## src/design/smte_pkg.sv

```systemverilog
package smte_pkg;

  localparam int unsigned InDataW  = 40;
  localparam int unsigned OutDataW = 16;

  localparam logic [6:0] MaxWriteNibbles = 7'd80;
  localparam logic [6:0] MaxReadBytes    = 7'd15;

  typedef enum logic [2:0] {
    ACT_START_READ  = 3'd0,
    ACT_START_WRITE = 3'd1,
    ACT_START_RESET = 3'd2,
    ACT_NIBBLE      = 3'd3,
    ACT_RX_BYTE     = 3'd4,
    ACT_TIMEOUT     = 3'd5
  } action_e;

  typedef enum logic [2:0] {
    KIND_TX   = 3'd0,
    KIND_DATA = 3'd1,
    KIND_NEED = 3'd2,
    KIND_DONE = 3'd3,
    KIND_FAIL = 3'd4
  } kind_e;

  typedef enum logic [2:0] {
    FC_NONE       = 3'd0,
    FC_ADDR_ECHO  = 3'd1,
    FC_COUNT_ECHO = 3'd2,
    FC_CHECKSUM   = 3'd3,
    FC_WRITE_ECHO = 3'd4,
    FC_TIMEOUT    = 3'd5,
    FC_BAD_REQ    = 3'd6
  } fail_e;

  typedef enum logic [1:0] {
    MODE_WRITE = 2'd0,
    MODE_SET   = 2'd1,
    MODE_UNSET = 2'd2,
    MODE_BAD   = 2'd3
  } mode_e;

  localparam logic [7:0] ResetCmd     = 8'h06;
  localparam logic [7:0] ResetAck     = 8'h02;
  localparam logic [7:0] AddrCmdBase  = 8'h82;
  localparam logic [7:0] CountCmdBase = 8'hC2;
  localparam logic [7:0] CountCmdMax  = 8'hFE;
  localparam logic [7:0] CountAckBase = 8'h30;

  function automatic logic [7:0] mode_base(input logic [1:0] md);
    case (md)
      MODE_WRITE: mode_base = 8'h42;
      MODE_SET:   mode_base = 8'h12;
      MODE_UNSET: mode_base = 8'h32;
      default:    mode_base = 8'h00;
    endcase
  endfunction

  function automatic logic [7:0] mode_ack(input logic [1:0] md);
    case (md)
      MODE_WRITE: mode_ack = 8'h10;
      MODE_SET:   mode_ack = 8'h04;
      MODE_UNSET: mode_ack = 8'h0C;
      default:    mode_ack = 8'h00;
    endcase
  endfunction

  function automatic logic [7:0] addr_byte(input logic [3:0] nib);
    addr_byte = AddrCmdBase + {2'b00, nib, 2'b00};
  endfunction

  function automatic logic [7:0] count_byte(input logic [6:0] n);
    logic [9:0] c;
    c = {2'b00, CountCmdBase} + {1'b0, n, 2'b00};
    count_byte = (c > {2'b00, CountCmdMax}) ? CountCmdMax : c[7:0];
  endfunction

endpackage

```

## src/design/serial_memory_transaction_engine.sv

```systemverilog
// Host-side engine for a byte-echo serial memory link. Each input item is a command
// (start read/write/reset, next write nibble), a byte received from the station, or a
// receive timeout; each produces zero or one result item: a byte to transmit, a read data
// byte, a request for the next write nibble, done (with count, zero for reset), or failed
// (with code). Each echo but the reset ack is checked on arrival; a mismatch or timeout
// returns the engine to idle with a fail item; a bad request gets a fail item, phase kept.
// An item is taken every cycle while the output register is empty or being drained, and
// its result shows the cycle after: one state and one output register, one pass of logic.
module serial_memory_transaction_engine (
  input  logic                            clk_i,
  input  logic                            rst_ni,
  input  logic                            s_axis_tvalid,
  output logic                            s_axis_tready,
  // address[15:0], count[22:16], mode[24:23], nibble[28:25], rx_byte[36:29], zero pad
  input  logic [smte_pkg::InDataW-1:0]    s_axis_tdata,
  // action[2:0]
  input  logic [2:0]                      s_axis_tuser,
  output logic                            m_axis_tvalid,
  input  logic                            m_axis_tready,
  // value[7:0], fail_code[10:8], zero pad
  output logic [smte_pkg::OutDataW-1:0]   m_axis_tdata,
  // kind[2:0]
  output logic [2:0]                      m_axis_tuser
);
  import smte_pkg::*;

  typedef enum logic [2:0] {
    PH_IDLE   = 3'd0,
    PH_RESET  = 3'd1,
    PH_RADDR  = 3'd2,
    PH_RCOUNT = 3'd3,
    PH_RDATA  = 3'd4,
    PH_WADDR  = 3'd5,
    PH_WNIB   = 3'd6,
    PH_WECHO  = 3'd7
  } phase_e;

  phase_e      phase_q, phase_d;
  logic [1:0]  idx_q, idx_d;
  logic [15:0] held_addr_q, held_addr_d;
  logic [6:0]  req_cnt_q, req_cnt_d;
  logic [6:0]  progress_q, progress_d;
  logic [7:0]  sum_q, sum_d;
  logic [1:0]  wmode_q, wmode_d;
  logic [3:0]  pend_nib_q, pend_nib_d;

  logic        m_valid_q;
  logic [2:0]  m_kind_q;
  logic [7:0]  m_value_q;
  logic [2:0]  m_code_q;

  logic        res_vld;
  logic [2:0]  res_kind;
  logic [7:0]  res_value;
  logic [2:0]  res_code;

  logic        in_acc;
  logic [2:0]  act;
  logic [15:0] in_addr;
  logic [6:0]  in_cnt;
  logic [1:0]  in_mode;
  logic [3:0]  in_nib;
  logic [7:0]  in_rx;
  logic [3:0]  cur_nib;
  logic [3:0]  next_nib;
  logic [1:0]  idx_inc;
  logic [6:0]  prog_inc;

  assign s_axis_tready = !m_valid_q || m_axis_tready;
  assign in_acc        = s_axis_tvalid && s_axis_tready;

  assign act     = s_axis_tuser;
  assign in_addr = s_axis_tdata[15:0];
  assign in_cnt  = s_axis_tdata[22:16];
  assign in_mode = s_axis_tdata[24:23];
  assign in_nib  = s_axis_tdata[28:25];
  assign in_rx   = s_axis_tdata[36:29];

  assign idx_inc  = idx_q + 2'd1;
  assign prog_inc = progress_q + 7'd1;
  assign cur_nib  = held_addr_q[{~idx_q, 2'b00} +: 4];
  assign next_nib = held_addr_q[{~idx_inc, 2'b00} +: 4];

  always_comb begin
    phase_d     = phase_q;
    idx_d       = idx_q;
    held_addr_d = held_addr_q;
    req_cnt_d   = req_cnt_q;
    progress_d  = progress_q;
    sum_d       = sum_q;
    wmode_d     = wmode_q;
    pend_nib_d  = pend_nib_q;
    res_vld     = 1'b0;
    res_kind    = KIND_TX;
    res_value   = 8'h00;
    res_code    = FC_NONE;

    case (act)
      ACT_START_READ, ACT_START_WRITE, ACT_START_RESET: begin
        res_vld = 1'b1;
        if (phase_q != PH_IDLE) begin
          res_kind = KIND_FAIL;
          res_code = FC_BAD_REQ;
        end else if (act == ACT_START_RESET) begin
          phase_d   = PH_RESET;
          res_value = ResetCmd;
        end else if ((act == ACT_START_READ && in_cnt > MaxReadBytes) ||
                     (act == ACT_START_WRITE &&
                      (in_mode == MODE_BAD || in_cnt > MaxWriteNibbles))) begin
          res_kind = KIND_FAIL;
          res_code = FC_BAD_REQ;
        end else begin
          held_addr_d = in_addr;
          req_cnt_d   = in_cnt;
          idx_d       = 2'd0;
          progress_d  = 7'd0;
          sum_d       = 8'h00;
          wmode_d     = in_mode;
          phase_d     = (act == ACT_START_READ) ? PH_RADDR : PH_WADDR;
          res_value   = addr_byte(in_addr[15:12]);
        end
      end
      ACT_NIBBLE: begin
        if (phase_q == PH_WNIB && wmode_q != MODE_BAD) begin
          pend_nib_d = in_nib;
          phase_d    = PH_WECHO;
          res_vld    = 1'b1;
          res_value  = mode_base(wmode_q) + {2'b00, in_nib, 2'b00};
        end
      end
      ACT_RX_BYTE: begin
        case (phase_q)
          PH_RESET: begin
            if (in_rx == ResetAck) begin
              phase_d  = PH_IDLE;
              res_vld  = 1'b1;
              res_kind = KIND_DONE;
            end
          end
          PH_RADDR, PH_WADDR: begin
            res_vld = 1'b1;
            if (in_rx != {2'b00, idx_q, cur_nib}) begin
              phase_d  = PH_IDLE;
              res_kind = KIND_FAIL;
              res_code = FC_ADDR_ECHO;
            end else if (idx_q != 2'd3) begin
              idx_d     = idx_inc;
              res_value = addr_byte(next_nib);
            end else if (phase_q == PH_RADDR) begin
              phase_d   = PH_RCOUNT;
              res_value = count_byte(req_cnt_q);
            end else if (req_cnt_q == 7'd0) begin
              phase_d  = PH_IDLE;
              res_kind = KIND_DONE;
            end else begin
              phase_d  = PH_WNIB;
              res_kind = KIND_NEED;
            end
          end
          PH_RCOUNT: begin
            if (in_rx != CountAckBase + {1'b0, req_cnt_q}) begin
              phase_d  = PH_IDLE;
              res_vld  = 1'b1;
              res_kind = KIND_FAIL;
              res_code = FC_COUNT_ECHO;
            end else begin
              phase_d = PH_RDATA;
            end
          end
          PH_RDATA: begin
            res_vld = 1'b1;
            if (progress_q < req_cnt_q) begin
              progress_d = prog_inc;
              sum_d      = sum_q + in_rx;
              res_kind   = KIND_DATA;
              res_value  = in_rx;
            end else if (in_rx != sum_q) begin
              phase_d  = PH_IDLE;
              res_kind = KIND_FAIL;
              res_code = FC_CHECKSUM;
            end else begin
              phase_d   = PH_IDLE;
              res_kind  = KIND_DONE;
              res_value = {1'b0, req_cnt_q};
            end
          end
          PH_WECHO: begin
            res_vld = 1'b1;
            if (wmode_q == MODE_BAD ||
                in_rx != {4'h0, pend_nib_q} + mode_ack(wmode_q)) begin
              phase_d  = PH_IDLE;
              res_kind = KIND_FAIL;
              res_code = FC_WRITE_ECHO;
            end else begin
              progress_d = prog_inc;
              if (prog_inc >= req_cnt_q) begin
                phase_d   = PH_IDLE;
                res_kind  = KIND_DONE;
                res_value = {1'b0, req_cnt_q};
              end else begin
                phase_d  = PH_WNIB;
                res_kind = KIND_NEED;
              end
            end
          end
          default: ;
        endcase
      end
      ACT_TIMEOUT: begin
        if (phase_q != PH_IDLE) begin
          phase_d  = PH_IDLE;
          res_vld  = 1'b1;
          res_kind = KIND_FAIL;
          res_code = FC_TIMEOUT;
        end
      end
      default: ;
    endcase
  end

  always_ff @(posedge clk_i or negedge rst_ni) begin
    if (!rst_ni) begin
      phase_q     <= PH_IDLE;
      idx_q       <= 2'd0;
      held_addr_q <= 16'h0000;
      req_cnt_q   <= 7'd0;
      progress_q  <= 7'd0;
      sum_q       <= 8'h00;
      wmode_q     <= MODE_WRITE;
      pend_nib_q  <= 4'h0;
      m_valid_q   <= 1'b0;
    end else begin
      if (in_acc) begin
        phase_q     <= phase_d;
        idx_q       <= idx_d;
        held_addr_q <= held_addr_d;
        req_cnt_q   <= req_cnt_d;
        progress_q  <= progress_d;
        sum_q       <= sum_d;
        wmode_q     <= wmode_d;
        pend_nib_q  <= pend_nib_d;
        m_valid_q   <= res_vld;
      end else if (m_axis_tready) begin
        m_valid_q <= 1'b0;
      end
    end
  end

  always_ff @(posedge clk_i) begin
    if (in_acc && res_vld) begin
      m_kind_q  <= res_kind;
      m_value_q <= res_value;
      m_code_q  <= res_code;
    end
  end

  assign m_axis_tvalid = m_valid_q;
  assign m_axis_tdata  = {5'b00000, m_code_q, m_value_q};
  assign m_axis_tuser  = m_kind_q;

  a_fail_has_code: assert property (@(posedge clk_i) disable iff (!rst_ni)
    m_valid_q && m_kind_q == KIND_FAIL |-> m_code_q != FC_NONE && m_value_q == 8'h00)
    else $error("fail item without code or with nonzero value");

  a_ok_no_code: assert property (@(posedge clk_i) disable iff (!rst_ni)
    m_valid_q && m_kind_q != KIND_FAIL |-> m_code_q == FC_NONE)
    else $error("non-fail item carries a fail code");

  a_idle_rx_silent: assert property (@(posedge clk_i) disable iff (!rst_ni)
    in_acc && phase_q == PH_IDLE && act == ACT_RX_BYTE |-> !res_vld)
    else $error("byte received while idle produced an item");

  a_read_progress: assert property (@(posedge clk_i) disable iff (!rst_ni)
    phase_q == PH_RDATA |-> progress_q <= req_cnt_q && req_cnt_q <= MaxReadBytes)
    else $error("read progress beyond requested count");

  a_fail_to_idle: assert property (@(posedge clk_i) disable iff (!rst_ni)
    in_acc && res_vld && res_kind == KIND_FAIL && res_code != FC_BAD_REQ
    |=> phase_q == PH_IDLE)
    else $error("engine not idle after failure");

endmodule
```

## config.mk

```make
export PLATFORM = sky130hd
export DESIGN_NAME = serial_memory_transaction_engine
export DESIGN_NICKNAME = d
export VERILOG_FILES = /design/src/design/smte_pkg.sv /design/src/design/serial_memory_transaction_engine.sv
export SDC_FILE = /design/constraint.sdc
export NUM_CORES = 1
export LEC_CHECK = 0
export ABC_AREA = 1
export BUFFER_PORTS_ARGS = -buffer_cell sky130_fd_sc_hd__buf_4
export CORE_MARGIN = 3
export CORE_UTILIZATION = 50
export DETAILED_ROUTE_END_ITERATION = 8
export PLACE_DENSITY = 0.75
export SYNTH_ARGS = -nofsm -noshare
export SYNTH_HDL_FRONTEND = slang
export SYNTH_SLANG_ARGS = --single-unit
export TNS_END_PERCENT = 30
```

## constraint.sdc

```tcl
create_clock -name clk_i -period 2.4 [get_ports clk_i]
set_clock_uncertainty 0.1 [all_clocks]
set_input_delay 0.12 -clock clk_i [delete_from_list [all_inputs] [get_ports clk_i]]
set_output_delay 0.12 -clock clk_i [all_outputs]
set_load 0.02 [all_outputs]
```

==> results by group <==
Yosys
  – Yosys cell types: 50
  – Share of the yosys chip area belonging to registers: between 30% and 40%
  – Synth warn: 0
  – Post-synth EDFFs: 14
  – Cell Area, Synth: 5254 sq um
  – Mapped Cells: 732
  – Avg Inst Size Synth: 7.177 sq um
  – FFs w/ async S/R, synth: roughly 78%
  – Register bit total from synthesis: 64
  – Main synth FF type: dfrtp_1

Detailed routing
  – DRT Wirelength: between 15,000 and 20,000 um
  – Post-route antenna net violation count: 0
  – DR WL/cell: approximately 16 um
  – Initial drt markers: about 400
  – Remaining routing DRC violations: 0
  – Vias: between 5,000 and 6,000
  – DRT Pass-1 Iters: 5
  – Via density per instance: between 5 and 6

Clock network
  – Clk root buf: clkbuf_8
  – Bufs on Longest Clock Path: 2
  – TritonCTS clock tree: built
  – CTS H-tree lvls: 3
  – Worst-Skew Late Latency: ~0.36 ns
  – CTS sink count: 64
  – Clock-pin slew on the worst setup and hold paths: ~0.080 ns
  – TritonCTS buffer count: 9

Placed design
  – Post-placement cell area: slightly above 6000 sq um
  – HPWL Detailed: between 10,000 and 15,000 um
  – Placed cells: roughly 950
  – GP Congestion: around 0.95
  – Worst slack, placed: -0.2818 ns
  – Port bufs: between 50 and 60

Timing
  – RSZ-0062 raised after global routing: yes
  – Min Clock Period, post-route: around 2.7 ns
  – Worst slew margin: 54.50%
  – Hold Slack: 0.01510 ns
  – Setup violators final: 21
  – Maximum clock rate: about 370 MHz
  – Final worst slack: -0.2882 ns
  – Slew @ Worst Pin: 0.6825 ns
  – Period utilization: 112.0%
  – Slew Viols, Final: 0
  – Final Hold Vio Count: 0

Final layout
  – Fill cells: around 860
  – Final net count: ~950
  – Final cell count without fillers: 1,003
  – Most frequent cells in the layout: nand2_1 (202), buf_4 (110), inv_1 (79)
  – Design Area, Final: between 6000 and 7000 sq um
  – Antenna fix cells: 0
  – Layout cells sized above 1: around 27%
  – Synth-to-Final Area Change: 30.94%
  – Commonest non-fill, non-tap cell in the layout: nand2_1

Power
  – Comb power frac: between 50 and 60%
  – Switching pwr: around 2.2 mW
  – Sw frac: a little over two fifths
  – Flop pwr share: a little under a third
  – Leakage power: roughly 3.4 nW
  – Cell area power density: between 700 and 800 nW/um^2
  – Internal: 2.816 mW
  – Power share of the clock group: about 17%
  – Maximum vdd drop: about 370 uV

GRT
  – Largest net degree at the start of global routing: 51
  – Total GRT Usage: 28.15%
  – First-pass GRT wire length: ~25,000 um
  – Vias in the first global route: 5,071
  – Grt ovf: 0
  – Initial antenna violation count: 0

Die
  – DIE HEIGHT: around 110 um
  – Die Wd: 108.5 um
  – FP Rows: 36
  – DIE AREA: 11,770 sq um
  – CORE AREA: around 10000 sq um
  – # IOs: between 60 and 70
  – Initial Util: around 53%

Run status
  – Status: finished with violations
  – Violated checks: negative setup slack

Worst setup path
  – Worst setup EP type: flop
  – Crit path cell chain: inv_2, ha_4, ha_4, inv_2, fa_1, inv_1, nand2_1, nand2_1, nor2_1, nand2_1, inv_2, nand3_2, nand2_2, inv_2, nand2_4, nand3_4, buf_12, nand2_4, o21ai_2
  – Worst path max stage delay: ~0.50 ns
  – Crit path DAT: 2.84 ns
  – Largest fanout on the critical path: 7
  – Crit start category: flop
  – Slowest-stage cell, CP: fa_1
  – Most frequent CP cell: inv_2
  – Crit path kind: reg -> reg
  – FF-to-FF setup slack: -0.29 ns
  – CP required: about 2.6 ns

Min path
  – Hold crit path type: in -> reg

Job
  – Max-cap viol count: 0
[cells by family after synthesis]
kind of cell / share of synthesized area, %
compound gates: 14.10
xor+xnor: 3.167
fa+ha+maj: 8.764
buf+inv: 10.36
flops: 31.82
mux: 0.5716
other cells: 0.07138
simple gates: 31.15
[what timing repair did]
action | CTS | global route
pin swaps | 8 | 11
endpoints found under the hold margin | 78 | 0
resized for setup | 17 | 44
buffers inserted | 2 | 3
endpoints found under the setup margin | 43 | 46
hold buffers | 28 | 0
gates cloned | 1 | 0
[through the flow]
stage	utilization, %	total power [mW]	setup TNS [ns]
finish	68.79	5.018	-4.474
global route	68.79	5.376	-7.622
CTS	66.74	4.835	-4.020
detailed placement	61.37	3.862	-7.193
global placement	61.37	3.797	-5.223
floorplan	-	3.034	-0.6774
[sequential cells by signal, indices dropped and copies added, names as in the netlist]
register	cells
sum_q	8
m_axis_tvalid	1
m_value_q	8
phase_q	3
pend_nib_q	4
idx_q	2
held_addr_q	16
req_cnt_q	7
wmode_q	2
progress_q	7
m_code_q	3
m_axis_tuser	3
[Yosys cell counts, types with 4 or more instances]
master / instances / area share [%]
o21ai_1: 8 / 0.76
dfrtp_1: 50 / 24
nor3_1: 6 / 0.57
edfxtp_1: 14 / 8.0
inv_2: 11 / 0.79
o211ai_1: 6 / 0.86
o21ai_0: 50 / 4.8
o21ai_2: 7 / 1.2
buf_6: 4 / 0.86
ha_1: 32 / 7.6
nand3_2: 6 / 1.1
nor2_4: 5 / 1.1
nand2_2: 7 / 0.83
nor2_2: 6 / 0.71
nand4_1: 10 / 1.2
o21a_1: 7 / 1.0
a21oi_1: 34 / 3.2
xor2_1: 13 / 2.2
buf_4: 7 / 1.0
inv_1: 89 / 6.4
nand2_1: 216 / 15
clkbuf_1: 5 / 0.36
xnor2_1: 6 / 1.0
buf_2: 4 / 0.38
nor2_1: 48 / 3.4
nand3_1: 49 / 4.7
[power by group through the flow]
stage | sequential (mW) | clock (mW) | combinational [mW]
after floorplan | 1.52 | 0 | 1.51
after global placement | 1.52 | 0 | 2.27
after detailed placement | 1.54 | 0 | 2.33
after CTS | 1.52 | 0.867 | 2.45
after global routing | 1.55 | 0.922 | 2.90
final | 1.53 | 0.854 | 2.64
[metal layers]
layer  global-route usage, %  up-vias  part of all wire (%)
met4                   7.665        0                   2.0
li1                        -     2639                     -
met2                   47.84      180                    49
met5                       0        -                     0
met1                   36.88     2550                    44
met3                   4.955       31                   5.3
[cell type report]
cell class                      count  area, sq um  share of cell area (%)
Clock buffer                       11        151.4                   2.201
Sequential cell                    64         1673                   24.32
Clock inverter                      4        20.02                  0.2910
Timing Repair Buffer              140         1154                   16.77
Inverter                          104        407.9                   5.929
Multi-Input combinational cell    547         3307                   48.07
Tap cell                          133        166.4                   2.419
[critical path, delay by kind of cell, from the launching register on]
family | cells | cell delay (ns)
DFF | 1 | 0.38
adders and majority gates | 3 | 0.91
and+or+nand+nor | 9 | 0.66
buffers and inverters | 6 | 0.46
AOI/OAI and AO/OA | 1 | 0.05
[path summary, 6_finish.rpt]
check | from | to | depth (start not counted)
max | wmode_q[0] | progress_q[3] | 19
min | s_axis_tdata[22] | req_cnt_q[6] | 3
max reg2reg | wmode_q[0] | progress_q[3] | 19
min reg2reg | sum_q[2] | sum_q[2] | 2
max in group asynchronous | rst_ni | idx_q[0] | 2
min in group asynchronous | rst_ni | phase_q[0] | 2
No activity file was read; power rests on OpenSTA's default activity.
